`config.mk`:
```
export PLATFORM = sky130hd
export DESIGN_NAME = gregorian_to_lunar_date_flat
export DESIGN_NICKNAME = d
export VERILOG_FILES = /design/src/hdl/lcal_pkg.sv /design/src/hdl/lcal_if.sv /design/src/hdl/lcal_rom.sv /design/src/hdl/lcal_mod.sv /design/src/hdl/gregorian_to_lunar_date.sv /design/src/flat_wrapper.sv
export SDC_FILE = /design/constraint.sdc
export NUM_CORES = 1
export LEC_CHECK = 0
export BUFFER_PORTS_ARGS = -buffer_cell sky130_fd_sc_hd__buf_2
export CAP_MARGIN = 20
export CORE_MARGIN = 2
export CORE_UTILIZATION = 65
export DETAILED_ROUTE_END_ITERATION = 6
export GPL_TIMING_DRIVEN = 0
export PLACE_DENSITY = 0.93
export SYNTH_ARGS = -nofsm -noshare
export SYNTH_HDL_FRONTEND = slang
export SYNTH_SLANG_ARGS = --single-unit
```
`constraint.sdc`:
```
create_clock -name clk_i -period 6.28 [get_ports clk_i]
set_clock_uncertainty 0.15 [all_clocks]
set_input_delay 1.57 -clock clk_i [delete_from_list [all_inputs] [get_ports clk_i]]
set_output_delay 1.57 -clock clk_i [all_outputs]
set_load 0.02 [all_outputs]
```
`src/hdl/lcal_pkg.sv`:
```
// ----------------------------------------------------------------------------
// lcal_pkg
// shared types, widths and constants of the lunar date converter
// ----------------------------------------------------------------------------
package lcal_pkg;

  localparam int LcalTableYears = 100;
  localparam int LcalRomSize    = 100;
  localparam int LcalRomAw      = 7;
  localparam int LcalWordW      = 20;
  localparam int LcalModW       = 16;

  localparam int GYearW  = 12;
  localparam int GMonthW = 4;
  localparam int GDayW   = 5;
  localparam int LYearW  = 11;
  localparam int IdxW    = 4;

  localparam logic [GYearW-1:0] LcalFirstYear = 12'd1921;
  localparam logic [GYearW-1:0] LcalEndYear   = 12'd2021;
  localparam logic [LYearW-1:0] LcalBaseYear  = 11'd1921;
  localparam logic [GDayW-1:0]  LcalFirstDay  = 5'd8;
  localparam logic [16:0]       LcalDayBias   = 17'd38;
  localparam logic [IdxW-1:0]   LcalStem0     = 4'd7;
  localparam logic [IdxW-1:0]   LcalBranch0   = 4'd9;
  localparam logic [LcalWordW-1:0] LcalShortLimit = 20'd4095;

  typedef enum logic [2:0] {
    ST_IDLE,
    ST_PREP,
    ST_FETCH,
    ST_WALK,
    ST_FINISH
  } lcal_state_e;

  function automatic logic [8:0] lcal_month_offset(input logic [GMonthW-1:0] m);
    logic [8:0] off;
    case (m)
      4'd1:    off = 9'd0;
      4'd2:    off = 9'd31;
      4'd3:    off = 9'd59;
      4'd4:    off = 9'd90;
      4'd5:    off = 9'd120;
      4'd6:    off = 9'd151;
      4'd7:    off = 9'd181;
      4'd8:    off = 9'd212;
      4'd9:    off = 9'd243;
      4'd10:   off = 9'd273;
      4'd11:   off = 9'd304;
      4'd12:   off = 9'd334;
      default: off = 9'd0;
    endcase
    return off;
  endfunction

endpackage

```
`src/hdl/lcal_if.sv`:
```
// ----------------------------------------------------------------------------
// lcal interfaces
// request and result channels with valid/ready handshake
// ----------------------------------------------------------------------------
interface lcal_in_if import lcal_pkg::*; ();
  logic               valid;
  logic               ready;
  logic [GYearW-1:0]  gregorian_year;
  logic [GMonthW-1:0] gregorian_month;
  logic [GDayW-1:0]   gregorian_day;

  modport source (output valid, gregorian_year, gregorian_month, gregorian_day,
                  input ready);
  modport sink   (input valid, gregorian_year, gregorian_month, gregorian_day,
                  output ready);
endinterface

interface lcal_out_if import lcal_pkg::*; ();
  logic              valid;
  logic              ready;
  logic              in_range;
  logic [LYearW-1:0] lunar_year;
  logic [3:0]        lunar_month;
  logic              is_leap_month;
  logic [4:0]        lunar_day;
  logic [IdxW-1:0]   year_stem;
  logic [IdxW-1:0]   year_branch;
  logic [IdxW-1:0]   month_stem;
  logic [IdxW-1:0]   month_branch;
  logic [IdxW-1:0]   day_stem;
  logic [IdxW-1:0]   day_branch;

  modport source (output valid, in_range, lunar_year, lunar_month, is_leap_month,
                  lunar_day, year_stem, year_branch, month_stem, month_branch,
                  day_stem, day_branch,
                  input ready);
  modport sink   (input valid, in_range, lunar_year, lunar_month, is_leap_month,
                  lunar_day, year_stem, year_branch, month_stem, month_branch,
                  day_stem, day_branch,
                  output ready);
endinterface

```
`src/hdl/lcal_rom.sv`:
```
// ----------------------------------------------------------------------------
// lcal_rom
// lunar year table, one word per year, synchronous read
// ----------------------------------------------------------------------------
module lcal_rom import lcal_pkg::*; #(
  parameter int TABLE_YEARS = LcalTableYears,
  parameter int AddrW       = (TABLE_YEARS > 1) ? $clog2(TABLE_YEARS) : 1
) (
  input  logic                 clk_i,
  input  logic                 rd_en_i,
  input  logic [AddrW-1:0]     rd_addr_i,
  output logic [LcalWordW-1:0] rd_data_o
);

  localparam logic [LcalWordW-1:0] YearRom [LcalRomSize] = '{
    20'd2635,   20'd333387, 20'd1701,   20'd1748,   20'd267701,
    20'd694,    20'd2391,   20'd133423, 20'd1175,   20'd396438,
    20'd3402,   20'd3749,   20'd331177, 20'd1453,   20'd694,
    20'd201326, 20'd2350,   20'd465197, 20'd3221,   20'd3402,
    20'd400202, 20'd2901,   20'd1386,   20'd267611, 20'd605,
    20'd2349,   20'd137515, 20'd2709,   20'd464533, 20'd1738,
    20'd2901,   20'd330421, 20'd1242,   20'd2651,   20'd199255,
    20'd1323,   20'd529706, 20'd3733,   20'd1706,   20'd398762,
    20'd2741,   20'd1206,   20'd267438, 20'd2647,   20'd1318,
    20'd204070, 20'd3477,   20'd461653, 20'd1386,   20'd2413,
    20'd330077, 20'd1197,   20'd2637,   20'd268877, 20'd3365,
    20'd531109, 20'd2900,   20'd2922,   20'd398042, 20'd2395,
    20'd1179,   20'd267415, 20'd2635,   20'd661067, 20'd1701,
    20'd1748,   20'd398772, 20'd2742,   20'd2391,   20'd330031,
    20'd1175,   20'd1611,   20'd200010, 20'd3749,   20'd527717,
    20'd1452,   20'd2742,   20'd332397, 20'd2350,   20'd3222,
    20'd268949, 20'd3402,   20'd3493,   20'd133973, 20'd1386,
    20'd464219, 20'd605,    20'd2349,   20'd334123, 20'd2709,
    20'd2890,   20'd267946, 20'd2773,   20'd592565, 20'd1210,
    20'd2651,   20'd395863, 20'd1323,   20'd2707,   20'd265877
  };

  logic [LcalRomAw-1:0]  rom_idx;
  logic [LcalWordW-1:0]  rd_data_q;

  assign rom_idx = LcalRomAw'(rd_addr_i);

  always_ff @(posedge clk_i) begin
    if (rd_en_i) begin
      rd_data_q <= YearRom[rom_idx];
    end
  end

  assign rd_data_o = rd_data_q;

endmodule

```
`src/hdl/lcal_mod.sv`:
```
// ----------------------------------------------------------------------------
// lcal_mod
// remainder by a small constant through reciprocal multiplication, quotient then remainder registered in turn
// ----------------------------------------------------------------------------
module lcal_mod import lcal_pkg::*; #(
  parameter int W = LcalModW,
  parameter int D = 10
) (
  input  logic          clk_i,
  input  logic          rst_ni,
  input  logic          start_i,
  input  logic [W-1:0]  x_i,
  output logic          busy_o,
  output logic [$clog2(D)-1:0] rem_o
);

  localparam int RW = $clog2(D);
  localparam int SW = W + RW;
  localparam int MW = W + 2;
  localparam int PW = W + MW;
  localparam int QW = PW - SW;
  localparam logic [MW-1:0] Recip = MW'(((64'd1 << SW) + 64'(D - 1)) / 64'(D));

  logic [W-1:0]  x_q, x_d;
  logic [QW-1:0] q_q, q_d;
  logic [RW-1:0] r_q, r_d;
  logic [1:0]    cnt_q, cnt_d;
  logic [PW-1:0] prod;
  logic [W-1:0]  qd;

  assign busy_o = (cnt_q != 2'd0);
  // quotient from the scaled reciprocal, exact for every W-bit dividend
  assign prod   = PW'(x_q) * PW'(Recip);
  assign qd     = W'(W'(q_q) * W'(D));

  always_comb begin
    x_d   = x_q;
    q_d   = q_q;
    r_d   = r_q;
    cnt_d = cnt_q;
    if (start_i) begin
      x_d   = x_i;
      cnt_d = 2'd2;
    end else if (cnt_q == 2'd2) begin
      q_d   = prod[PW-1:SW];
      cnt_d = 2'd1;
    end else if (cnt_q == 2'd1) begin
      r_d   = RW'(x_q - qd);
      cnt_d = 2'd0;
    end
  end

  always_ff @(posedge clk_i or negedge rst_ni) begin
    if (!rst_ni) begin
      r_q   <= '0;
      cnt_q <= '0;
    end else begin
      r_q   <= r_d;
      cnt_q <= cnt_d;
    end
  end

  always_ff @(posedge clk_i) begin
    x_q <= x_d;
    q_q <= q_d;
  end

  assign rem_o = r_q;

  a_rem_bound: assert property (@(posedge clk_i) disable iff (!rst_ni)
    r_q < RW'(D))
    else $error("remainder out of range");

  a_start_busy: assert property (@(posedge clk_i) disable iff (!rst_ni)
    start_i |=> busy_o)
    else $error("start did not launch the unit");

  a_count_down: assert property (@(posedge clk_i) disable iff (!rst_ni)
    busy_o && !start_i |=> cnt_q == $past(cnt_q) - 2'd1)
    else $error("step counter skipped");

endmodule

```
`src/hdl/gregorian_to_lunar_date.sv`:
```
// ----------------------------------------------------------------------------
// gregorian_to_lunar_date
// gregorian date to chinese lunar date with stem and branch indices
// ----------------------------------------------------------------------------
// One request at a time. A request is taken in the idle state and its day number
// is formed in the prep state; then, for each lunar year walked, the year word is
// read from the table memory in the fetch state and one month is tested per walk
// step, and the finish state registers the result. The remainder units start with
// the day number and are done before the result is registered. Out-of-range
// requests go from the idle state straight to the finish state. The next request
// is taken as soon as the result sits in the output register, even before it is
// taken; that request then waits in the finish state until the output register
// is free.
module gregorian_to_lunar_date import lcal_pkg::*; #(
  parameter int TABLE_YEARS = LcalTableYears
) (
  input  logic           clk_i,
  input  logic           rst_ni,
  lcal_in_if.sink        in_i,
  lcal_out_if.source     out_o
);

  localparam int YiW = (TABLE_YEARS > 1) ? $clog2(TABLE_YEARS) : 1;

  lcal_state_e st_q, st_d;

  logic [GYearW-1:0]  y_q, y_d;
  logic [GMonthW-1:0] m_q, m_d;
  logic [GDayW-1:0]   d_q, d_d;
  logic [6:0]         span_q, span_d;
  logic [15:0]        rem_q, rem_d;
  logic [YiW-1:0]     yi_q, yi_d;
  logic [3:0]         k_q, k_d;
  logic [IdxW-1:0]    ystem_q, ystem_d;
  logic [IdxW-1:0]    ybranch_q, ybranch_d;
  logic               rng_q, rng_d;
  logic [3:0]         month_q, month_d;
  logic               leap_q, leap_d;
  logic [4:0]         lday_q, lday_d;
  logic               ov_q, ov_d;

  logic                 in_ok;
  logic                 rom_en;
  logic [LcalWordW-1:0] word;
  logic [12:0]          mbits;
  logic [3:0]           last;
  logic [3:0]           bidx;
  logic [4:0]           mlen;
  logic [3:0]           leapm;
  logic [16:0]          dnum_w;
  logic [15:0]          dnum;
  logic [15:0]          gm_op;
  logic                 mod_start;
  logic                 b_ds, b_mb, b_ms;
  logic [3:0]           r_ds, r_db, r_ms;
  logic                 mods_done;
  logic                 load;

  assign in_ok = (in_i.gregorian_month >= 4'd1) && (in_i.gregorian_month <= 4'd12) &&
                 (in_i.gregorian_year < LcalEndYear) &&
                 ((in_i.gregorian_year > LcalFirstYear) ||
                  ((in_i.gregorian_year == LcalFirstYear) &&
                   ((in_i.gregorian_month > 4'd2) ||
                    ((in_i.gregorian_month == 4'd2) &&
                     (in_i.gregorian_day >= LcalFirstDay)))));

  // day number counted from the lunar new year 1921, which is day one
  assign dnum_w = 17'(span_q * 9'd365) + 17'(span_q >> 2) +
                  17'(lcal_month_offset(m_q)) + 17'(d_q) +
                  17'((y_q[1:0] == 2'b00) && (m_q > 4'd2)) - LcalDayBias;
  assign dnum   = dnum_w[15:0];
  assign gm_op  = 16'(span_q * 4'd12) + 16'(m_q) + 16'd4;

  lcal_rom #(
    .TABLE_YEARS (TABLE_YEARS),
    .AddrW       (YiW)
  ) u_rom (
    .clk_i     (clk_i),
    .rd_en_i   (rom_en),
    .rd_addr_i (yi_q),
    .rd_data_o (word)
  );

  lcal_mod #(.W(LcalModW), .D(10)) u_mod_ds (
    .clk_i   (clk_i),
    .rst_ni  (rst_ni),
    .start_i (mod_start),
    .x_i     (dnum + 16'd7),
    .busy_o  (b_ds),
    .rem_o   (r_ds)
  );

  lcal_mod #(.W(LcalModW), .D(12)) u_mod_db (
    .clk_i   (clk_i),
    .rst_ni  (rst_ni),
    .start_i (mod_start),
    .x_i     (dnum + 16'd1),
    .busy_o  (b_mb),
    .rem_o   (r_db)
  );

  lcal_mod #(.W(LcalModW), .D(10)) u_mod_ms (
    .clk_i   (clk_i),
    .rst_ni  (rst_ni),
    .start_i (mod_start),
    .x_i     (gm_op),
    .busy_o  (b_ms),
    .rem_o   (r_ms)
  );

  assign mods_done = !b_ds && !b_mb && !b_ms;

  assign mbits = word[12:0];
  assign leapm = word[19:16];
  assign last  = (word < LcalShortLimit) ? 4'd11 : 4'd12;
  assign bidx  = last - k_q;
  assign mlen  = 5'd29 + 5'(mbits[bidx]);

  assign in_i.ready = (st_q == ST_IDLE);

  always_comb begin
    st_d      = st_q;
    y_d       = y_q;
    m_d       = m_q;
    d_d       = d_q;
    span_d    = span_q;
    rem_d     = rem_q;
    yi_d      = yi_q;
    k_d       = k_q;
    ystem_d   = ystem_q;
    ybranch_d = ybranch_q;
    rng_d     = rng_q;
    month_d   = month_q;
    leap_d    = leap_q;
    lday_d    = lday_q;
    rom_en    = 1'b0;
    mod_start = 1'b0;
    load      = 1'b0;
    case (st_q)
      ST_IDLE: begin
        if (in_i.valid) begin
          y_d = in_i.gregorian_year;
          m_d = in_i.gregorian_month;
          d_d = in_i.gregorian_day;
          span_d = 7'(in_i.gregorian_year - LcalFirstYear);
          if (in_ok) begin
            st_d = ST_PREP;
          end else begin
            rng_d = 1'b0;
            st_d  = ST_FINISH;
          end
        end
      end
      ST_PREP: begin
        rem_d     = dnum;
        mod_start = 1'b1;
        yi_d      = '0;
        ystem_d   = LcalStem0;
        ybranch_d = LcalBranch0;
        st_d      = ST_FETCH;
      end
      ST_FETCH: begin
        rom_en = 1'b1;
        k_d    = '0;
        st_d   = ST_WALK;
      end
      ST_WALK: begin
        if (rem_q <= 16'(mlen)) begin
          rng_d  = 1'b1;
          lday_d = rem_q[4:0];
          leap_d = 1'b0;
          month_d = k_q + 4'd1;
          if (last == 4'd12) begin
            if (k_q == leapm) begin
              leap_d  = 1'b1;
              month_d = leapm;
            end else if (k_q > leapm) begin
              month_d = k_q;
            end
          end
          st_d = ST_FINISH;
        end else begin
          rem_d = rem_q - 16'(mlen);
          if (k_q == last) begin
            if (yi_q == YiW'(TABLE_YEARS - 1)) begin
              rng_d = 1'b0;
              st_d  = ST_FINISH;
            end else begin
              yi_d      = yi_q + YiW'(1);
              ystem_d   = (ystem_q == 4'd9) ? 4'd0 : ystem_q + 4'd1;
              ybranch_d = (ybranch_q == 4'd11) ? 4'd0 : ybranch_q + 4'd1;
              st_d      = ST_FETCH;
            end
          end else begin
            k_d = k_q + 4'd1;
          end
        end
      end
      ST_FINISH: begin
        if (mods_done && (!ov_q || out_o.ready)) begin
          load = 1'b1;
          st_d = ST_IDLE;
        end
      end
      default: begin
        st_d = ST_IDLE;
      end
    endcase
  end

  always_comb begin
    ov_d = ov_q;
    if (load) begin
      ov_d = 1'b1;
    end else if (out_o.ready) begin
      ov_d = 1'b0;
    end
  end

  always_ff @(posedge clk_i or negedge rst_ni) begin
    if (!rst_ni) begin
      st_q <= ST_IDLE;
      ov_q <= 1'b0;
    end else begin
      st_q <= st_d;
      ov_q <= ov_d;
    end
  end

  always_ff @(posedge clk_i) begin
    y_q       <= y_d;
    m_q       <= m_d;
    d_q       <= d_d;
    span_q    <= span_d;
    rem_q     <= rem_d;
    yi_q      <= yi_d;
    k_q       <= k_d;
    ystem_q   <= ystem_d;
    ybranch_q <= ybranch_d;
    rng_q     <= rng_d;
    month_q   <= month_d;
    leap_q    <= leap_d;
    lday_q    <= lday_d;
  end

  // result register, all fields cleared for dates outside the table
  always_ff @(posedge clk_i) begin
    if (load) begin
      out_o.in_range      <= rng_q;
      out_o.lunar_year    <= rng_q ? LcalBaseYear + LYearW'(yi_q) : '0;
      out_o.lunar_month   <= rng_q ? month_q : '0;
      out_o.is_leap_month <= rng_q & leap_q;
      out_o.lunar_day     <= rng_q ? lday_q : '0;
      out_o.year_stem     <= rng_q ? ystem_q : '0;
      out_o.year_branch   <= rng_q ? ybranch_q : '0;
      out_o.month_stem    <= rng_q ? r_ms : '0;
      out_o.month_branch  <= (rng_q && (m_q != 4'd12)) ? m_q : '0;
      out_o.day_stem      <= rng_q ? r_ds : '0;
      out_o.day_branch    <= rng_q ? r_db : '0;
    end
  end

  assign out_o.valid = ov_q;

  a_walk_month: assert property (@(posedge clk_i) disable iff (!rst_ni)
    (st_q == ST_WALK) |-> (k_q <= 4'd12))
    else $error("month step beyond a thirteen-month year");

  a_good_result: assert property (@(posedge clk_i) disable iff (!rst_ni)
    (out_o.valid && out_o.in_range) |->
      (out_o.lunar_day >= 5'd1) && (out_o.lunar_day <= 5'd30) &&
      (out_o.lunar_month >= 4'd1) && (out_o.lunar_month <= 4'd12))
    else $error("lunar day or month out of range");

  a_zero_result: assert property (@(posedge clk_i) disable iff (!rst_ni)
    (out_o.valid && !out_o.in_range) |->
      (out_o.lunar_year == '0) && (out_o.lunar_day == '0) &&
      (out_o.day_stem == '0) && !out_o.is_leap_month)
    else $error("out-of-range result not cleared");

endmodule
```
`src/flat_wrapper.sv`:
```
// flat-port wrapper written by rule: the top's interface ports become plain ports
module gregorian_to_lunar_date_flat import lcal_pkg::*;
#(
  parameter int TABLE_YEARS = LcalTableYears
)
  (clk_i, rst_ni, in_i_valid, in_i_gregorian_year, in_i_gregorian_month, in_i_gregorian_day, in_i_ready, out_o_valid, out_o_in_range, out_o_lunar_year, out_o_lunar_month, out_o_is_leap_month, out_o_lunar_day, out_o_year_stem, out_o_year_branch, out_o_month_stem, out_o_month_branch, out_o_day_stem, out_o_day_branch, out_o_ready);
  lcal_in_if in_i_i ();
  lcal_out_if out_o_i ();
  input  logic clk_i;
  input  logic rst_ni;
  input wire logic [$bits(in_i_i.valid)-1:0] in_i_valid;
  input wire logic [$bits(in_i_i.gregorian_year)-1:0] in_i_gregorian_year;
  input wire logic [$bits(in_i_i.gregorian_month)-1:0] in_i_gregorian_month;
  input wire logic [$bits(in_i_i.gregorian_day)-1:0] in_i_gregorian_day;
  output wire logic [$bits(in_i_i.ready)-1:0] in_i_ready;
  output wire logic [$bits(out_o_i.valid)-1:0] out_o_valid;
  output wire logic [$bits(out_o_i.in_range)-1:0] out_o_in_range;
  output wire logic [$bits(out_o_i.lunar_year)-1:0] out_o_lunar_year;
  output wire logic [$bits(out_o_i.lunar_month)-1:0] out_o_lunar_month;
  output wire logic [$bits(out_o_i.is_leap_month)-1:0] out_o_is_leap_month;
  output wire logic [$bits(out_o_i.lunar_day)-1:0] out_o_lunar_day;
  output wire logic [$bits(out_o_i.year_stem)-1:0] out_o_year_stem;
  output wire logic [$bits(out_o_i.year_branch)-1:0] out_o_year_branch;
  output wire logic [$bits(out_o_i.month_stem)-1:0] out_o_month_stem;
  output wire logic [$bits(out_o_i.month_branch)-1:0] out_o_month_branch;
  output wire logic [$bits(out_o_i.day_stem)-1:0] out_o_day_stem;
  output wire logic [$bits(out_o_i.day_branch)-1:0] out_o_day_branch;
  input wire logic [$bits(out_o_i.ready)-1:0] out_o_ready;
  assign in_i_i.valid = in_i_valid;
  assign in_i_i.gregorian_year = in_i_gregorian_year;
  assign in_i_i.gregorian_month = in_i_gregorian_month;
  assign in_i_i.gregorian_day = in_i_gregorian_day;
  assign in_i_ready = in_i_i.ready;
  assign out_o_valid = out_o_i.valid;
  assign out_o_in_range = out_o_i.in_range;
  assign out_o_lunar_year = out_o_i.lunar_year;
  assign out_o_lunar_month = out_o_i.lunar_month;
  assign out_o_is_leap_month = out_o_i.is_leap_month;
  assign out_o_lunar_day = out_o_i.lunar_day;
  assign out_o_year_stem = out_o_i.year_stem;
  assign out_o_year_branch = out_o_i.year_branch;
  assign out_o_month_stem = out_o_i.month_stem;
  assign out_o_month_branch = out_o_i.month_branch;
  assign out_o_day_stem = out_o_i.day_stem;
  assign out_o_day_branch = out_o_i.day_branch;
  assign out_o_i.ready = out_o_ready;
  gregorian_to_lunar_date #(.TABLE_YEARS(TABLE_YEARS)) u_core (.clk_i(clk_i), .rst_ni(rst_ni), .in_i(in_i_i), .out_o(out_o_i));
endmodule
```
==> Word level (Yosys, flattened, before mapping) <==
Memory sizes are Yosys's and may differ from the RTL's. A register that Yosys moved wholly into a read port is not among the register bits.
Index checks and enable logic that the tools add are counted.
{ "op_classes": {"multipliers": 8, "muxes": 55, "n_reduce_logical": 42, "n_lt_le_gt_ge": 11, "addsub": 21, "bitwise": 6, "eq_ne": 28} }
{ "op_table": {"columns": ["cell", "n"], "rows": [
  ["$mul 16x16->32 const B", 3],
  ["$mux 4", 14],
  ["$add 16x3->16 const B", 2],
  ["$add 16x5->16", 2],
  ["$pmux 16 s2", 1],
  ["$mul 13x3->3 const B", 2],
  ["$pmux 4 s2", 3],
  ["$mux 3", 7],
  ["$mux 7", 3],
  ["$lt 20x12->1 const B", 1],
  ["$mux 2", 9],
  ["$add 16x1->16", 1],
  ["$add 16x1->16 const B", 1],
  ["$add 16x9->16", 1],
  ["$le 16x5->1", 1],
  ["$mul 7x9->16 const B", 1],
  ["$mux 16", 1],
  ["$sub 16x5->16", 1],
  ["$sub 16x6->16 const B", 1],
  ["$sub 4x4->4", 4],
  ["$pmux 3 s5", 1],
  ["$reduce_and 3->1", 5],
  ["$pmux 7 s2", 1],
  ["$reduce_bool 2->1", 7],
  ["other kinds (45)", 98]
]} }
{ "totals": {"register_bits": 219, "wordCells": 211, "mem_count": 2, "input_bits": 25, "output_inout_bits": 48, "mem_bits_ro": 2704} }
{ "mem_list": {"columns": ["memory", "depth", "width", "read_ports", "rd_ports_with_merged_regs", "wr", "line", "source"], "rows": [
  ["(no name shown)", 128, 20, 1, 1, 0, "lcal_rom.sv:45", "rd_data_q <= YearRom[rom_idx];"],
  ["(no name shown)", 16, 9, 1, 1, 0, "lcal_pkg.sv:38", "case (m)"]
]} }

==> Longest topological paths before layout <==
{ "logic_depth": {"depth_word": 9, "depth_mapped": 20, "ltp_nobuf": 20} }

==> Hierarchy <==
A second synthesis with hierarchy kept.
{ "unflattened": {"cells_unflattened": 2417, "hier_area_um2": 24170.7} }
{ "modules_own_cells": {"columns": ["module", "instances", "seq_area_each_um2", "area_per_inst_um2", "cells_each"], "rows": [
  ["gregorian_to_lunar_date", 1, 3523.4, 8967.4, 854],
  ["lcal_mod at u_core.u_mod_ds", 1, 720.7, 4145.2, 385],
  ["lcal_mod at u_core.u_mod_ms", 1, 720.7, 4106.4, 378],
  ["lcal_mod at u_core.u_mod_db", 1, 690.7, 3907.5, 368],
  ["lcal_rom", 1, 510.5, 3044.2, 432]
]} }

==> Worst setup path after synthesis <==
No wires, ideal clock.
{ "synth_timing": {"path_kind": "register to register", "from": "register u_core.u_rom.rd_data_q[19], in the netlist u_core.u_rom.rd_data_o[19]", "to": "register u_core.ybranch_q[0], enable pin", "setup_time_ns": 0.342, "stages_incl_launch_ff": 18, "synth_period_minus_slack_ns": 5.627, "setup_slack_ns": 0.653, "t_required_ns": 5.788, "t_arrival_ns": 5.135, "n_path_buf": 1, "path_cell_list": "edfxtp_1 > or4_1 > nor3_1 > inv_1 > ha_1 > inv_1 > fa_1 > mux4_2 > mux2i_1 > mux2_2 > ha_1 > fa_1 > nand4b_1 > a21oi_1 > or4b_2 > clkbuf_1 > nor2_1 > nor2_1"} }
{ "synth_via": {"elab_chain_len": 9, "elab_cells_between_ends": 11, "classes_between": "add/sub (2); order compare (2); eq/ne (3); mux (3); reduce/logical (1)"} }
{ "synth_rtl": {"columns": ["item", "line", "source"], "rows": [
  ["from (decl)", "lcal_rom.sv:39", "logic [LcalWordW-1:0] rd_data_q;"],
  ["$lt 20x12->1 (*)", "gregorian_to_lunar_date.sv:115", "assign last = (word < LcalShortLimit) ? 4'd11 : 4'd12;"],
  ["$mux 3 (*)", "gregorian_to_lunar_date.sv:115", null],
  ["$sub 4x4->4", "gregorian_to_lunar_date.sv:116", "assign bidx = last - k_q;"],
  ["$bmux 1 s4", "gregorian_to_lunar_date.sv:117", "assign mlen = 5'd29 + 5'(mbits[bidx]);"],
  ["$mux 1 (not written as such)", "gregorian_to_lunar_date.sv:117", null],
  ["$add 3x2->4", "gregorian_to_lunar_date.sv:117", null],
  ["$le 16x5->1", "gregorian_to_lunar_date.sv:168", "if (rem_q <= 16'(mlen)) begin"],
  ["$ne 2x2->1 (no line)", null, null],
  ["$reduce_and 4->1 (no line) (*)", null, null],
  ["to (signal assigned)", "gregorian_to_lunar_date.sv:239", "ybranch_q <= ybranch_d;"],
  ["to (decl)", "gregorian_to_lunar_date.sv:35", "logic [IdxW-1:0] ybranch_q, ybranch_d;"]
]} }
Mark *: on every way between the ends. The rest lies on a longest branch, timed or not. The select of a mux whose other input is x is not followed.
A chain may end at the register's enable or synchronous reset.

==> Worst setup path after layout <==
{ "layout_timing": {"from": "register u_core.u_rom.rd_data_q[19], in the netlist u_core.u_rom.rd_data_o[19]", "to": "register u_core.ybranch_q[3], enable pin"} }
Same word-level chain as after synthesis.

==> impl_metrics.py <==
metrics = {
    "detailed_routing": {
        "routed_via_density": 6.20,
        "drcViolationCount": 0,
        "first_pass_iters": 6,
        "ant_nets": 0,
        "dr_total_vias": 17500,
        "detail_route.wl_per_cell_um": 23.8,
        "drt_iter0_markers": 1768,
        "routed_wl_um": 67100,
    },
    "timing": {
        "slew_headroom": 0.270,
        "hold_violations": 0,
        "rsz0062_at_grt": "false",
        "setup_viol": 0,
        "tightestPinTransition_ns": 1.09,
        "fmax_mhz": 166,
        "min_period_ns": 6.03,
        "period_share": 0.960,
        "drv_slew": 0,
    },
    "grt": {
        "grt_max_degree": 36,
        "antenna_found_initial": 3,
        "grt_pass1_wl_um": 104000,
        "grt_overflow": 0,
        "grt_use_total": 0.378,
        "grt_pass1_vias": 18800,
    },
    "logic_synthesis": {
        "yosys.cell_types.count": 76,
        "syn_area_um2": 22800,
        "syn_avg_cell_area_um2": 10.2,
        "yosys_warnings": 0,
        "synth-async-reset-ratio": 0.106,
        "synth_area_leaders": "edfxtp_1 (23%), ha_1 (20%), fa_1 (19%)",
        "netlist_instances": 2244,
        "synth_edf_count": 177,
        "yosys.area.top_type": "edfxtp_1",
        "ys_seq_elements": 208,
        "ys.flop_type": "edfxtp_1",
        "ys_seq_area_frac": 0.265,
        "yosysTopAreaCellShare": 0.233,
        "synth_fp_nets": 2850,
    },
    "clock_network": {
        "cts.path.max_buffers": 3,
        "numCtsBuffers": 23,
        "postCtsHoldBufs": 0,
        "clock-root-buffer": "clkbuf_16",
        "ctsHtreeMaxLevel": 1,
        "cts_tree": "yes",
        "cts.sinks": 208,
        "insertion_delay_ns": 0.54,
        "clk_pin_slew_worst_paths_ns": 0.06,
    },
    "die": {
        "die_height_um": 191,
        "die_x_um": 191,
        "ios": 73,
        "initial_core_util": 0.660,
        "dieArea_um2": 36600,
        "rows": 68,
        "fp.coreArea_um2": 34500,
    },
    "finish": {
        "fin_nets": 2958,
        "final_util": 0.714,
        "area_growth_pct": 8.13,
        "layout_commonest_cell": "inv_1",
        "layout_common_cells": "inv_1 (413), ha_1 (359), fa_1 (222)",
        "layout-drive-gt1-share": 0.0680,
    },
    "setup_path": {
        "cpLargestDelayFamily": "simple AND/OR/NAND/NOR gates",
        "cp-end-kind": "flop",
        "setup.worst_path.start_class": "flop",
        "cp_slowest_stage_delay_ns": 0.58,
        "critPathRequiredTime_ns": 6.37,
        "path_max_fanout": 11,
        "path_class": "flop to flop",
        "arrival_ns": 6.12,
        "cp_slowest_cell": "or4_1",
        "crit_buf_inv": 4,
        "r2r_setup_slack_ns": 0.25,
        "cp_cell_sequence": "or4_1 -> nor3_2 -> inv_1 -> ha_1 -> inv_1 -> fa_1 -> mux4_2 -> mux2i_1 -> mux2_2 -> ha_1 -> fa_1 -> nand4b_1 -> a21oi_1 -> or4b_2 -> clkbuf_1 -> nor2_4 -> nor2_2 -> buf_4",
    },
    "run_status": {
        "status": "finished clean",
    },
    "place": {
        "io_buffer_count": 72,
        "dp_hpwl_um": 52400,
        "globalplace.congestion": 0.997,
    },
    "flow_run": {
        "cap_viol_max_count": 0,
    },
    "worst_hold_path": {
        "hp-class": "flop to flop",
    },
}
==> logic make-up after synthesis <==
family                   count (synthesis)  share of synthesized area
AO/OA/AOI/OAI                          350                     0.0976
XOR/XNOR                               128                     0.0495
adder cells (fa/ha/maj)                581                      0.392
buffers and inverters                  483                     0.0798
flip-flops                             208                      0.265
multiplexers                            29                     0.0175
other                                    1                   0.000164
AND/OR/NAND/NOR                        464                     0.0988
==> worst paths after layout <==
kind                                                 startpoint  depth (start not counted)                                   end
max in group asynchronous                                rst_ni                          1  u_core.u_mod_db.cnt_q[0]$_DFFE_PN0P_
setup reg to reg           u_core.u_rom.rd_data_o[19]$_DFFE_PP_                         18     u_core.ybranch_q[3]$_SDFFCE_PN1P_
setup / recovery           u_core.u_rom.rd_data_o[19]$_DFFE_PP_                         18     u_core.ybranch_q[3]$_SDFFCE_PN1P_
hold / removal                        u_core.rem_q[0]$_DFFE_PP_                          0            u_core.lday_q[0]$_DFFE_PP_
hold reg to reg                       u_core.rem_q[0]$_DFFE_PP_                          0            u_core.lday_q[0]$_DFFE_PP_
min in group asynchronous                                rst_ni                          1            u_core.st_q[0]$_DFFE_PN0P_
==> metal layers <==
| layer | routed length (µm) | GRT usage | up-vias |
|---|---|---|---|
| met1 | 26100 | 0.489 | 8587 |
| met4 | 3200 | 0.164 | 2 |
| met3 | 6090 | 0.0784 | 217 |
| met5 | 13 | 0 | - |
| li1 | - | - | 7759 |
| met2 | 31700 | 0.618 | 942 |
==> sequential cells by signal (all words and copies together), names as in the netlist, 5 cells and up, named ones only <==
name	count
u_core.u_rom.rd_data_o	17
u_core.rem_q	16
u_core.u_mod_db.x_q	16
u_core.u_mod_ds.x_q	15
u_core.u_mod_ms.x_q	13
u_core.out_o.lunar_year	9
u_core.span_q	7
u_core.yi_q	7
u_core.d_q	5
u_core.lday_q	5
u_core.out_o.lunar_day	5
==> stage by stage <==
stage	instance area (µm²)	TNS, ns	cells	hold slack [ns]	worst slack (ns)
2_1_floorplan	22800	0	2244	0.276	0.653
3_3_place_gp	23700	-8.38	2771	0.301	-0.559
3_5_place_dp	23800	-10.87	2776	0.300	-0.734
4_1_cts	24600	0	2817	0.315	0.0206
5_1_grt	24700	0	2824	0.326	0.0244
6_report	24700	0	2825	0.316	0.248
==> what timing repair did <==
item,CTS,global route
resized for setup,3,5
setup endpoints to repair,25,16
buffers inserted,0,6
gates cloned,0,0
hold endpoints to repair,0,0
==> cell type report <==
class	count	area, µm²
clock inverters	14	164
diodes	2	5.00
well taps	455	569
flip-flops and latches	208	6050
repair buffers	83	479
clock buffers	27	591
inverters	415	1560
multi-input cells	1553	15000
fillers	2312	9870
plain buffers	68	263
==> synth_stat cells, types with 17 or more instances <==
library cell and n:
clkbuf_1 53, and2_1 44, edfxtp_1 177, nand2b_1 22
fa_1 222, a211oi_1 18, nor3_1 32, dfrtp_1 22
inv_1 414, nand2_1 140, xor2_1 40, nor2_1 117
ha_1 359, nand3_1 21, nor2b_1 23, xnor2_1 87
a21o_1 23, o21ai_0 103, a31oi_1 17, a21oi_1 86
o211ai_1 18
Power is left out: the tool's default activity adds up to more than one toggle a clock period on the data nets, which glitch-free logic cannot reach.
